==> config.mk <==
export PLATFORM = sky130hd
export DESIGN_NAME = primary_trigger_selector
export DESIGN_NICKNAME = d
export VERILOG_FILES = /design/src/rtl/ptsel_pkg.sv /design/src/rtl/ptsel_ram.sv /design/src/rtl/ptsel_cfg.sv /design/src/rtl/ptsel_engine.sv /design/src/rtl/primary_trigger_selector.sv
export SDC_FILE = /design/constraint.sdc
export NUM_CORES = 2
export LEC_CHECK = 0
export BUFFER_PORTS_ARGS = -buffer_cell sky130_fd_sc_hd__buf_2
export CAP_MARGIN = 0
export CORE_ASPECT_RATIO = 0.8
export CORE_UTILIZATION = 55
export CTS_BUF_LIST = sky130_fd_sc_hd__clkbuf_8
export CTS_CLUSTER_DIAMETER = 150
export DETAILED_ROUTE_END_ITERATION = 16
export PLACE_DENSITY = 0.69
export SLEW_MARGIN = 5
export SYNTH_ARGS = -nofsm -noshare
export SYNTH_HDL_FRONTEND = slang
export SYNTH_HIERARCHICAL = 1
export SYNTH_SLANG_ARGS = --single-unit
==> constraint.sdc <==
create_clock -name clk -period 12.2 [get_ports clk]
set_input_delay 2.44 -clock clk [delete_from_list [all_inputs] [get_ports clk]]
set_output_delay 2.44 -clock clk [all_outputs]
set_load 0.01 [all_outputs]
==> src/rtl/ptsel_pkg.sv <==
`default_nettype none

package ptsel_pkg;

  // Widths fixed by the candidate and result formats.
  localparam int TYPE_W   = 5;
  localparam int TIME_W   = 31;
  localparam int BITS_W   = 32;
  localparam int WIN_W    = 16;
  localparam int PIDX_W   = 6;
  localparam int CFG_IDX_W = 3;
  localparam int CFG_DATA_W = 32;

  // Configuration register indexes.
  typedef enum logic [CFG_IDX_W-1:0] {
    REG_ENABLE_MASK      = 3'd0,
    REG_CODE_LOW_ENERGY  = 3'd1,
    REG_CODE_HIGH_ENERGY = 3'd2,
    REG_CODE_SUPER_LOW   = 3'd3,
    REG_CODE_SUPER_HIGH  = 3'd4,
    REG_CODE_OUTER       = 3'd5,
    REG_NEAR_WINDOW      = 3'd6,
    REG_GATE_WINDOW      = 3'd7
  } ptsel_reg_t;

  // Reset values of the configuration registers.
  localparam logic [BITS_W-1:0] RST_ENABLE_MASK      = 32'hFFFF_FFFF;
  localparam logic [TYPE_W-1:0] RST_CODE_LOW_ENERGY  = 5'd0;
  localparam logic [TYPE_W-1:0] RST_CODE_HIGH_ENERGY = 5'd1;
  localparam logic [TYPE_W-1:0] RST_CODE_SUPER_LOW   = 5'd2;
  localparam logic [TYPE_W-1:0] RST_CODE_SUPER_HIGH  = 5'd28;
  localparam logic [TYPE_W-1:0] RST_CODE_OUTER       = 5'd3;
  localparam logic [WIN_W-1:0]  RST_NEAR_WINDOW      = 16'd384;
  localparam logic [WIN_W-1:0]  RST_GATE_WINDOW      = 16'd768;

  // Current configuration as seen by the selection engine.
  typedef struct packed {
    logic [BITS_W-1:0] enable_mask;
    logic [TYPE_W-1:0] code_low_energy;
    logic [TYPE_W-1:0] code_high_energy;
    logic [TYPE_W-1:0] code_super_low;
    logic [TYPE_W-1:0] code_super_high;
    logic [TYPE_W-1:0] code_outer;
    logic [WIN_W-1:0]  near_window;
    logic [WIN_W-1:0]  gate_window;
  } ptsel_cfg_t;

  // Engine sequencing.
  typedef enum logic [1:0] {
    ST_LOAD,
    ST_WALK1,
    ST_WALK2,
    ST_DONE
  } ptsel_state_t;

  // One-hot bit of a type code.
  function automatic logic [BITS_W-1:0] type_bit(input logic [TYPE_W-1:0] t);
    type_bit = {{(BITS_W-1){1'b0}}, 1'b1} << t;
  endfunction

endpackage

`default_nettype wire

==> src/rtl/ptsel_ram.sv <==
`default_nettype none

module ptsel_ram #(
  parameter int WIDTH = 36,
  parameter int DEPTH = 64,
  localparam int AW = (DEPTH > 1) ? $clog2(DEPTH) : 1
) (
  input  wire logic             clk,
  input  wire logic             we,
  input  wire logic [AW-1:0]    waddr,
  input  wire logic [WIDTH-1:0] wdata,
  input  wire logic [AW-1:0]    raddr,
  output logic      [WIDTH-1:0] rdata
);

  logic [WIDTH-1:0] mem [DEPTH];

  // One write port and one registered read port.
  always_ff @(posedge clk) begin
    if (we) begin
      mem[waddr] <= wdata;
    end
    rdata <= mem[raddr];
  end

endmodule

`default_nettype wire

==> src/rtl/ptsel_cfg.sv <==
`default_nettype none

module ptsel_cfg import ptsel_pkg::*; (
  input  wire logic                  clk,
  input  wire logic                  rst_n,
  input  wire logic                  cfg_valid,
  output logic                       cfg_ready,
  input  wire logic [CFG_IDX_W-1:0]  cfg_index,
  input  wire logic [CFG_DATA_W-1:0] cfg_data,
  output ptsel_cfg_t                 cfg_o
);

  ptsel_cfg_t cfg_r;

  // Writes are always accepted.
  assign cfg_ready = 1'b1;
  assign cfg_o     = cfg_r;

  // Register file with decoded write index.
  always_ff @(posedge clk) begin
    if (!rst_n) begin
      cfg_r.enable_mask      <= RST_ENABLE_MASK;
      cfg_r.code_low_energy  <= RST_CODE_LOW_ENERGY;
      cfg_r.code_high_energy <= RST_CODE_HIGH_ENERGY;
      cfg_r.code_super_low   <= RST_CODE_SUPER_LOW;
      cfg_r.code_super_high  <= RST_CODE_SUPER_HIGH;
      cfg_r.code_outer       <= RST_CODE_OUTER;
      cfg_r.near_window      <= RST_NEAR_WINDOW;
      cfg_r.gate_window      <= RST_GATE_WINDOW;
    end else if (cfg_valid) begin
      unique case (ptsel_reg_t'(cfg_index))
        REG_ENABLE_MASK:      cfg_r.enable_mask      <= cfg_data;
        REG_CODE_LOW_ENERGY:  cfg_r.code_low_energy  <= cfg_data[TYPE_W-1:0];
        REG_CODE_HIGH_ENERGY: cfg_r.code_high_energy <= cfg_data[TYPE_W-1:0];
        REG_CODE_SUPER_LOW:   cfg_r.code_super_low   <= cfg_data[TYPE_W-1:0];
        REG_CODE_SUPER_HIGH:  cfg_r.code_super_high  <= cfg_data[TYPE_W-1:0];
        REG_CODE_OUTER:       cfg_r.code_outer       <= cfg_data[TYPE_W-1:0];
        REG_NEAR_WINDOW:      cfg_r.near_window      <= cfg_data[WIN_W-1:0];
        REG_GATE_WINDOW:      cfg_r.gate_window      <= cfg_data[WIN_W-1:0];
        default: ;
      endcase
    end
  end

endmodule

`default_nettype wire

==> src/rtl/ptsel_engine.sv <==
`default_nettype none

module ptsel_engine import ptsel_pkg::*; #(
  parameter int MAX_CANDIDATES = 64,
  localparam int AW = (MAX_CANDIDATES > 1) ? $clog2(MAX_CANDIDATES) : 1,
  localparam int CW = $clog2(MAX_CANDIDATES + 1)
) (
  input  wire logic                     clk,
  input  wire logic                     rst_n,
  input  wire ptsel_cfg_t               cfg_i,
  // Candidate requests
  input  wire logic                     in_valid,
  output logic                          in_ready,
  input  wire logic [TYPE_W-1:0]        in_trig_type,
  input  wire logic [TIME_W-1:0]        in_trig_time,
  input  wire logic                     in_is_last,
  // Candidate memory
  output logic                          ram_we,
  output logic [AW-1:0]                 ram_waddr,
  output logic [TYPE_W+TIME_W-1:0]      ram_wdata,
  output logic [AW-1:0]                 ram_raddr,
  input  wire logic [TYPE_W+TIME_W-1:0] ram_rdata,
  // Result requests
  output logic                          out_valid,
  input  wire logic                     out_ready,
  output logic                          out_found,
  output logic [PIDX_W-1:0]             out_primary_index,
  output logic [TIME_W-1:0]             out_primary_time,
  output logic [BITS_W-1:0]             out_type_bits
);

  ptsel_state_t state_r, state_nxt;

  logic [CW-1:0]     cnt_r;      // candidates stored in this list
  logic [CW-1:0]     rd_idx_r;   // next entry to read in a walk
  logic              pv_r;       // read data valid this cycle
  logic [AW-1:0]     pidx_r;     // entry that the read data belongs to

  // Earliest main-class candidate, later merged into the primary.
  logic              m_found_r;
  logic [AW-1:0]     prim_r;
  logic [TIME_W-1:0] t0_r;
  logic [TYPE_W-1:0] ptype_r;
  // First enabled super-low candidate, used only when no main class exists.
  logic              s_found_r;
  logic [AW-1:0]     s_idx_r;
  logic [TIME_W-1:0] s_time_r;
  logic [TYPE_W-1:0] s_type_r;

  logic [BITS_W-1:0] bits_r;

  logic              out_valid_r;
  logic              out_found_r;
  logic [PIDX_W-1:0] out_pidx_r;
  logic [TIME_W-1:0] out_time_r;
  logic [BITS_W-1:0] out_bits_r;

  logic              in_acc;
  logic              store_ok;
  logic              walking;
  logic              issue;
  logic              walk_end;
  logic              out_free;
  logic [TYPE_W-1:0] rd_type;
  logic [TIME_W-1:0] rd_time;
  logic              main_hit;
  logic              sl_hit;
  logic [TIME_W-1:0] time_gap;
  logic              near_ok;
  logic              gate_ok;
  logic [AW+PIDX_W-1:0] prim_ext;

  // Walk control and read data split.
  assign in_acc   = in_valid && in_ready;
  assign store_ok = cnt_r < CW'(MAX_CANDIDATES);
  assign walking  = (state_r == ST_WALK1) || (state_r == ST_WALK2);
  assign issue    = walking && (rd_idx_r < cnt_r);
  assign walk_end = walking && (rd_idx_r == cnt_r) && !pv_r;
  assign out_free = !out_valid_r || out_ready;
  assign rd_type  = ram_rdata[TYPE_W+TIME_W-1:TIME_W];
  assign rd_time  = ram_rdata[TIME_W-1:0];

  // Class decode of the entry just read.
  always_comb begin
    main_hit = ((rd_type == cfg_i.code_low_energy) &&
                cfg_i.enable_mask[cfg_i.code_low_energy]) ||
               ((rd_type == cfg_i.code_high_energy) &&
                cfg_i.enable_mask[cfg_i.code_high_energy]) ||
               ((rd_type == cfg_i.code_super_high) &&
                cfg_i.enable_mask[cfg_i.code_super_high]) ||
               ((rd_type == cfg_i.code_outer) &&
                cfg_i.enable_mask[cfg_i.code_outer]);
    sl_hit   = (rd_type == cfg_i.code_super_low) &&
               cfg_i.enable_mask[cfg_i.code_super_low];
  end

  // Distance from the primary's time and the two window tests.
  assign time_gap = (rd_time > t0_r) ? (rd_time - t0_r) : (t0_r - rd_time);
  assign near_ok  = time_gap < {{(TIME_W-WIN_W){1'b0}}, cfg_i.near_window};
  assign gate_ok  = time_gap < {{(TIME_W-WIN_W){1'b0}}, cfg_i.gate_window};

  assign prim_ext = {{PIDX_W{1'b0}}, prim_r};

  // Next state.
  always_comb begin
    state_nxt = state_r;
    unique case (state_r)
      ST_LOAD: begin
        if (in_acc && in_is_last) begin
          state_nxt = ST_WALK1;
        end
      end
      ST_WALK1: begin
        if (walk_end) begin
          state_nxt = (m_found_r || s_found_r) ? ST_WALK2 : ST_DONE;
        end
      end
      ST_WALK2: begin
        if (walk_end) begin
          state_nxt = ST_DONE;
        end
      end
      ST_DONE: begin
        if (out_free) begin
          state_nxt = ST_LOAD;
        end
      end
      default: state_nxt = ST_LOAD;
    endcase
  end

  // Handshake and memory port outputs.
  always_comb begin
    in_ready  = (state_r == ST_LOAD);
    ram_we    = (state_r == ST_LOAD) && in_valid && store_ok;
    ram_waddr = cnt_r[AW-1:0];
    ram_wdata = {in_trig_type, in_trig_time};
    ram_raddr = rd_idx_r[AW-1:0];
  end

  assign out_valid         = out_valid_r;
  assign out_found         = out_found_r;
  assign out_primary_index = out_pidx_r;
  assign out_primary_time  = out_time_r;
  assign out_type_bits     = out_bits_r;

  // Control state.
  always_ff @(posedge clk) begin
    if (!rst_n) begin
      state_r     <= ST_LOAD;
      cnt_r       <= '0;
      rd_idx_r    <= '0;
      pv_r        <= 1'b0;
      m_found_r   <= 1'b0;
      s_found_r   <= 1'b0;
      out_valid_r <= 1'b0;
    end else begin
      state_r <= state_nxt;
      pv_r    <= issue;
      if (issue) begin
        rd_idx_r <= rd_idx_r + 1'b1;
      end
      // A new result replaces the one taken in the same cycle.
      if ((state_r == ST_DONE) && out_free) begin
        out_valid_r <= 1'b1;
      end else if (out_ready) begin
        out_valid_r <= 1'b0;
      end
      unique case (state_r)
        ST_LOAD: begin
          if (in_acc && store_ok) begin
            cnt_r <= cnt_r + 1'b1;
          end
        end
        ST_WALK1: begin
          if (pv_r && main_hit) begin
            m_found_r <= 1'b1;
          end
          if (pv_r && sl_hit) begin
            s_found_r <= 1'b1;
          end
          if (walk_end) begin
            rd_idx_r <= '0;
          end
        end
        ST_WALK2: ;
        ST_DONE: begin
          if (out_free) begin
            cnt_r       <= '0;
            rd_idx_r    <= '0;
            m_found_r   <= 1'b0;
            s_found_r   <= 1'b0;
          end
        end
        default: ;
      endcase
    end
  end

  // Selection datapath.
  always_ff @(posedge clk) begin
    pidx_r <= rd_idx_r[AW-1:0];
    case (state_r)
      ST_WALK1: begin
        // Earliest main-class time; ties go to the later entry.
        if (pv_r && main_hit && (!m_found_r || (rd_time <= t0_r))) begin
          prim_r  <= pidx_r;
          t0_r    <= rd_time;
          ptype_r <= rd_type;
        end
        if (pv_r && sl_hit && !s_found_r) begin
          s_idx_r  <= pidx_r;
          s_time_r <= rd_time;
          s_type_r <= rd_type;
        end
        // Fall back to the super-low candidate and seed the type bits.
        if (walk_end) begin
          if (!m_found_r) begin
            prim_r  <= s_idx_r;
            t0_r    <= s_time_r;
            ptype_r <= s_type_r;
            bits_r  <= type_bit(s_type_r);
          end else begin
            bits_r  <= type_bit(ptype_r);
          end
        end
      end
      ST_WALK2: begin
        if (pv_r && (((main_hit || sl_hit) && near_ok) ||
                     ((pidx_r != prim_r) && gate_ok))) begin
          bits_r <= bits_r | type_bit(rd_type);
        end
      end
      ST_DONE: begin
        if (out_free) begin
          out_found_r <= m_found_r || s_found_r;
          if (m_found_r || s_found_r) begin
            out_pidx_r <= prim_ext[PIDX_W-1:0];
            out_time_r <= t0_r;
            out_bits_r <= bits_r;
          end else begin
            out_pidx_r <= '0;
            out_time_r <= '0;
            out_bits_r <= '0;
          end
        end
      end
      default: ;
    endcase
  end

endmodule

`default_nettype wire

==> src/rtl/primary_trigger_selector.sv <==
`default_nettype none

// Primary trigger selector. Candidates (type code, time count) are taken one
// per cycle while the block is loading, into a candidate memory of
// MAX_CANDIDATES entries; the request with in_is_last set closes the list.
// The block then walks the stored list through the memory's single read
// port: the first walk finds the earliest enabled main-class candidate (or
// the first enabled super-low one), and when one was found a second walk
// gathers the type bits within the near and gate windows. Each list gives
// one result request. While the walks run, in_ready is low, so the next
// list is not taken before they end; a finished result waits in the
// output register while the next list is loaded. Candidates beyond
// MAX_CANDIDATES are dropped, but a last flag on one still closes the list.
// Configuration is to be written by the user through the cfg_ port only
// while the block is idle; the block itself does not enforce this.
module primary_trigger_selector import ptsel_pkg::*; #(
  parameter int MAX_CANDIDATES = 64
) (
  input  wire logic                  clk,
  input  wire logic                  rst_n,
  input  wire logic                  cfg_valid,
  output logic                       cfg_ready,
  input  wire logic [CFG_IDX_W-1:0]  cfg_index,
  input  wire logic [CFG_DATA_W-1:0] cfg_data,
  input  wire logic                  in_valid,
  output logic                       in_ready,
  input  wire logic [TYPE_W-1:0]     in_trig_type,
  input  wire logic [TIME_W-1:0]     in_trig_time,
  input  wire logic                  in_is_last,
  output logic                       out_valid,
  input  wire logic                  out_ready,
  output logic                       out_found,
  output logic [PIDX_W-1:0]          out_primary_index,
  output logic [TIME_W-1:0]          out_primary_time,
  output logic [BITS_W-1:0]          out_type_bits
);

  localparam int AW = (MAX_CANDIDATES > 1) ? $clog2(MAX_CANDIDATES) : 1;
  localparam int DW = TYPE_W + TIME_W;

  ptsel_cfg_t      cfg;
  logic            ram_we;
  logic [AW-1:0]   ram_waddr;
  logic [DW-1:0]   ram_wdata;
  logic [AW-1:0]   ram_raddr;
  logic [DW-1:0]   ram_rdata;

  // Configuration registers.
  ptsel_cfg u_cfg (
    .clk       (clk),
    .rst_n     (rst_n),
    .cfg_valid (cfg_valid),
    .cfg_ready (cfg_ready),
    .cfg_index (cfg_index),
    .cfg_data  (cfg_data),
    .cfg_o     (cfg)
  );

  // Candidate memory holding type and time of each entry.
  ptsel_ram #(
    .WIDTH (DW),
    .DEPTH (MAX_CANDIDATES)
  ) u_ram (
    .clk   (clk),
    .we    (ram_we),
    .waddr (ram_waddr),
    .wdata (ram_wdata),
    .raddr (ram_raddr),
    .rdata (ram_rdata)
  );

  // Load and selection sequencer.
  ptsel_engine #(
    .MAX_CANDIDATES (MAX_CANDIDATES)
  ) u_engine (
    .clk               (clk),
    .rst_n             (rst_n),
    .cfg_i             (cfg),
    .in_valid          (in_valid),
    .in_ready          (in_ready),
    .in_trig_type      (in_trig_type),
    .in_trig_time      (in_trig_time),
    .in_is_last        (in_is_last),
    .ram_we            (ram_we),
    .ram_waddr         (ram_waddr),
    .ram_wdata         (ram_wdata),
    .ram_raddr         (ram_raddr),
    .ram_rdata         (ram_rdata),
    .out_valid         (out_valid),
    .out_ready         (out_ready),
    .out_found         (out_found),
    .out_primary_index (out_primary_index),
    .out_primary_time  (out_primary_time),
    .out_type_bits     (out_type_bits)
  );

endmodule

`default_nettype wire

After elaboration in Yosys (flattened, before gate mapping)
Memories as Yosys holds them, arrays and structs flattened. A register that Yosys moved wholly into a read port is not among the register bits.
Cells that the tools add are included.
- reductions and logical operators: 53
- equal/unequal tests: 25
- order comparisons: 11
- add/subtract/negate cells: 4
- shift-type cells: 3
- mux-type cells: 46
- bitwise logic cells: 1
- operators by type and width (operator ; number):
    two-way mux 31 bit ; 4
    two-way mux 32 bit ; 3
    << shifter 1 x 5 -> 32 bit (first input constant) ; 3
    one-hot mux 32 bit (2 select lines) ; 1
    < comparator 31 x 16 -> 1 bit ; 2
    subtractor 31 bit ; 2
    two-way mux 7 bit ; 5
    bitwise OR 32 bit ; 1
    > comparator 31 bit ; 1
    <= comparator 31 bit ; 1
    < comparator 5 x 6 -> 1 bit (second input constant) ; 5
    one-hot mux 7 bit (2 select lines) ; 2
    binary-select mux 1 bit (select 5 bit) ; 5
    == test 5 bit ; 5
    AND reduction 2 bit ; 10
    logical AND 1 bit ; 19
    two-way mux 6 bit ; 3
    two-way mux 5 bit ; 3
    adder 7 x 1 -> 7 bit (second input constant) ; 2
    two-way mux 1 bit ; 13
    == test 3 bit (second input constant) ; 4
    AND reduction 3 bit ; 4
    != test 2 x 1 -> 1 bit (second input constant) ; 5
    logical OR 1 bit ; 9
    other kinds (17) ; 31
- input bits: 77
- output and inout port bits: 73
- memories kept: 1
- register bits: 301
- bits in writable memories: 2304
- word-level logic and storage cells: 171
- memories (memory ; words ; width ; rd ports ; clocked after Yosys merged registers in ; wr ports ; RTL line ; source):
    u_ram.mem ; 64 ; 36 ; 1 ; 1 ; 1 ; ptsel_ram.sv:16 ; logic [WIDTH-1:0] mem [DEPTH];

Depth between registers and ports, before layout
- depth in word-level cells: 12
- mapped depth: 26
- mapped depth without buffers: 22

Cells and area by module
The synthesis kept the hierarchy.
- by module, submodules not included (module ; cells each ; times used ; sequential area each (um^2) ; area each (um^2)):
    ptsel_ram ; 3780 ; 1 ; 69907.0 ; 87973.1
    ptsel_engine ; 1606 ; 1 ; 6105.9 ; 15214.6
    ptsel_cfg ; 352 ; 1 ; 1781.7 ; 3639.7

Worst setup path before layout
OpenSTA, ideal clock, no wires.
- kind: register to register
- start point: register u_engine.t0_r[3]
- end point: register u_engine.bits_r[0], enable pin
- data arrival time: 6.229 ns
- path slack: 5.546 ns
- path buffers: 4
- stages on the path, launching flop included: 26
- data required time: 11.776 ns
- clock period less this slack: 6.654 ns
- setup time: 0.424 ns
- cell sequence: edfxtp_1 > ha_1 > buf_6 > a21o_1 > a21oi_2 > a21oi_2 > o311ai_4 > a21oi_2 > nor2_4 > buf_6 > buf_2 > buf_2 > a211oi_1 > a21oi_1 > xor2_1 > ha_1 > a21oi_1 > o21ai_0 > o2111ai_1 > nand2_1 > a21oi_1 > o21ai_0 > a2111oi_2 > nor2_1 > or4_1 > o31ai_2
- word-level cells in the longest chain between the ends: 8
- elaborated cells on any way between the ends: 12
- classes of those cells: 2 x add/sub; 3 x order compare; 1 x eq/ne; 1 x mux; 5 x reduce/logical
- ends and longest elaborated chain (what ; RTL line ; source):
    from (decl) ; ptsel_engine.sv:42 ; logic [TIME_W-1:0] t0_r;
    from (signal assigned) ; ptsel_engine.sv:208 ; t0_r <= rd_time;
    from (signal assigned) ; ptsel_engine.sv:220 ; t0_r <= s_time_r;
    subtractor 31 bit or > comparator 31 bit (tied branches) ; ptsel_engine.sv:98 ; assign time_gap = (rd_time > t0_r) ? (rd_time - t0_r) : (t0_r - rd_time);
    two-way mux 31 bit * ; ptsel_engine.sv:98 ;
    < comparator 31 x 16 -> 1 bit (on tied branches) ; ptsel_engine.sv:99, ptsel_engine.sv:100 ;
    logical AND 1 bit (on tied branches) ; ptsel_engine.sv:229, ptsel_engine.sv:230 ;
    logical OR 1 bit * ; ptsel_engine.sv:229 ; if (pv_r && (((main_hit || sl_hit) && near_ok) ||
    logical AND 1 bit * ; ptsel_engine.sv:229 ;
    != test 2 bit (no line) * ; n/a ;
    AND reduction 3 bit (no line) * ; n/a ;
    to (signal assigned) ; ptsel_engine.sv:222 ; bits_r <= type_bit(s_type_r);
    to (signal assigned) ; ptsel_engine.sv:224 ; bits_r <= type_bit(ptype_r);
    to (signal assigned) ; ptsel_engine.sv:231 ; bits_r <= bits_r | type_bit(rd_type);
    to (decl) ; ptsel_engine.sv:50 ; logic [BITS_W-1:0] bits_r;
Mark *: on every way between the ends. The rest lies on a longest branch, timed or not.
A chain may end at the register's enable or synchronous reset.

Worst setup path after layout
- start point: register u_engine.t0_r[4]
- end point: register u_engine.bits_r[14], enable pin
The elaborated chain is that of the path after synthesis.

==> run_results.csv <==
group,metric,value,unit
synthesis,synth_top_area_frac,0.700,
grt,overflow,0,
clock_network,insertion_delay,1.09,ns
timing,setup_ws,5.67,ns
synthesis,synth_cells,5738,
setup_path,reg2reg_slack,5.67,ns
routing,ant_nets,0,
synthesis,ys_seq_area_frac,0.728,
grt,grtUsageTotal,0.279,
clock_network,cts_buffers,402,
clock_network,tritoncts,"built",
synthesis,async_flop_share,0,
flow_run,cap_violations,0,
pwr,p_leak,37.1,nW
place,port_buffers,148,
synthesis,yosys.cell_types.count,90,
routing,vias_per_cell,6.42,
place,pre_cts_ws,5.72,ns
routing,vias,57200,
pwr,power_switching,6.30,mW
synthesis,synth_mux_area_frac,0.145,
pwr,power,21.8,mW
setup_path,start_kind,"flop",
setup_path,worstSetupPathType,"flop to flop",
final_layout,nets,6246,
synthesis,ys_warn_count,6,
synthesis,synth_ff_type,"edfxtp_1",
synthesis,synth_compound_area_frac,0.0463,
timing,slew_violations,0,
floorplanning,initial_core_util,0.554,
synthesis,synthAdderAreaFrac,0.0126,
timing,fin_crit_sh,0.536,
floorplanning,row_count,144,
timing,max_freq,153,MHz
final_layout,syn_to_final_growth,10.2,%
pwr,cell_internal_pwr,15.5,mW
clock_network,post_cts_buffers,0,
pwr,sw_frac_of_total,0.289,
place,dp_hpwl,154000,um
place,place_congestion,0.878,
clock_network,clkSinkCount,2641,
synthesis,syn-mean-instance-area,18.6,sq um
clock_network,cts_htree_levels,5,
clock_network,cts_resized,0,
synthesis,synth-edff-count,2490,
timing,fin_crit,6.53,ns
synthesis,syn_nets,5921,
grt,grt_max_degree,106,
timing,clock-skew-final,0.102,ns
floorplanning,die_area,196000,sq um
setup_path,end_kind,"flop",
synthesis,synth_top_family_by_area,"multiplexers",
routing,drc,0,
timing,rsz0062_at_grt,"false",
final_layout,mostFrequentLayoutCell,"edfxtp_1",
timing,setup-violations-final,0,
floorplanning,die-height,396,um
place,dp_cells,8214,
setup_path,worstPathRequired,12.84,ns
floorplanning,die_w,495,um
worst_hold_path,hold_path.class,"flop to flop",
routing,wl_per_cell,30.5,um
routing,first_pass_iters,6,
setup_path,worstPathMaxFanout,32,
floorplanning,ios,150,
synthesis,syn_area,107000,sq um
pwr,clkPwrFrac,0.306,
synthesis,synthXorXnorAreaFrac,0.00484,
floorplanning,fp.coreArea,193000,sq um
timing,max_slew_margin,0.135,
synthesis,synthTopCellsByArea,"edfxtp_1 70%, mux4_2 12%, dfxtp_1 2.8%",
synthesis,ys_seq_elements,2641,
status,status,"finished, final reports clean",
timing,hold_viol_final,0,
pwr,comb_power_share,0.215,
synthesis,yosysTopAreaCell,"edfxtp_1",
grt,first_global_vias,56600,
timing,setup_tns,0,ns
routing,drt_iter0_markers,6858,
timing,worst_slew_pin_slew,1.30,ns
pwr,seqPwrFrac,0.479,
final_layout,final_cell_mix,"2490 x edfxtp_1, 569 x mux4_2, 413 x clkbuf_8, 241 x mux2i_1, 233 x inv_1",
pwr,peakVddDrop,0.000141,V
clock_network,postCtsHoldBufs,0,
clock_network,clockBufferDepth,4,
clock_network,root_buffer,"clkbuf_8",
routing,drt_wl_total,272000,um
setup_path,crit_arrival,7.17,ns
grt,antenna_found_initial,27,
pwr,cellPowerDensity,185,nW/um^2
final_layout,drive_above_1_share,0.231,
synthesis,yosys.area_share.simple,0.0407,
final_layout,fin_cells,8909,
grt,grt_pass1_wl,391000,um
clock_network,clk_pin_slew,0.06,ns
final timing paths:
path                          from                  end  depth (start not counted)
hold / removal      u_cfg/cfg_o[1]       u_cfg/cfg_o[1]                          2
setup reg to reg  u_engine/t0_r[4]  u_engine/bits_r[14]                         20
setup / recovery  u_engine/t0_r[4]  u_engine/bits_r[14]                         20
hold reg to reg     u_cfg/cfg_o[1]       u_cfg/cfg_o[1]                          2
final cells by class:
type	count	area (sq um)
Inverter	116	435
Timing Repair Buffer	294	1890
Antenna cell	11	27.5
Multi-Input combinational cell	2608	27200
Sequential cell	2641	77800
Clock inverter	271	1430
Tap cell	2555	3200
Fill cell	13600	75100
Clock buffer	413	5680
flip-flops by register name, summed over array words and instances (netlist names), 2 cells and up:
name	flops
u_engine/s_time_r	31
u_engine/pidx_r	6
u_engine/t0_r	31
u_engine/prim_r	6
u_engine/s_type_r	5
u_engine/state_r	2
u_engine/cnt_r	7
u_engine/out_type_bits	32
u_cfg/cfg_o	89
u_engine/out_primary_time	31
u_engine/rd_idx_r	7
u_engine/out_primary_index	6
u_ram/mem	2304
u_ram/rdata	36
u_engine/s_idx_r	6
u_engine/ptype_r	5
u_engine/bits_r	32
worst max-delay path: stages (launching register included):
cell and delay (ns):
edfxtp_1 0.42, ha_1 0.53, nand4_1 0.20, nor4_1 0.51, nand3_1 0.23, nand3_1 0.20, a21oi_2 0.08, nor2_4 0.38
buf_4 0.43, mux2i_1 0.27, xor2_1 0.30, ha_1 0.31, a21o_1 0.16, a21o_1 0.17, a21oi_1 0.13, o21ai_0 0.13
a2111oi_2 0.38, nor2_1 0.07, or4_1 0.57, o31ai_4 0.23, buf_4 0.42
logic make-up (layout without fill, tap and decap cells):
| family | after synthesis | after routing |
|---|---|---|
| DFF | 2641 | 2641 |
| and+or+nand+nor | 871 | 871 |
| muxes | 825 | 825 |
| AOI/OAI and AO/OA | 746 | 746 |
| buffers and inverters | 489 | 1094 |
| adders and majority gates | 106 | 106 |
| xor gates and xnor gates | 59 | 59 |
| other | 1 | 12 |
synth_stat cells, drive strengths merged, types with 36 or more instances:
cell    instances
nor2          232
nor2b         173
a211oi         59
buf           232
ha            104
dfxtp         151
a22oi          88
a21oi         157
o22ai         157
mux4          572
inv           116
mux2i         241
nand3          70
edfxtp       2490
o21ai         106
nand2         212
clkbuf        141
o221ai         36
per-layer routing:
layer  wire, um  share of wire  global-route usage  vias up
met5         79        0.00029                   0        -
met3      28000           0.10              0.0617      465
li1           -              -                   -    23900
met1     111000           0.41               0.408    29800
met2     125000           0.46               0.422     2975
met4       7530          0.028              0.0842       12
power by group through the flow:
stage | clock network, mW | logic (mW) | registers, mW
detailed placement | 0 | 4.67 | 10.6
global route | 7.15 | 5.13 | 10.5
CTS | 6.78 | 4.69 | 10.4
floorplan | 0 | 3.46 | 10.5
global placement | 0 | 4.67 | 10.6
finish | 6.67 | 4.68 | 10.4
through the flow:
step	util	hold slack (ns)	cell area, sq um
2_1_floorplan	-	0.390	107000
3_3_place_gp	0.573	0.443	111000
3_5_place_dp	0.573	0.448	111000
4_1_cts	0.610	0.464	118000
5_1_grt	0.610	0.472	118000
6_report	0.610	0.462	118000
(Power assumes the default switching activity.)
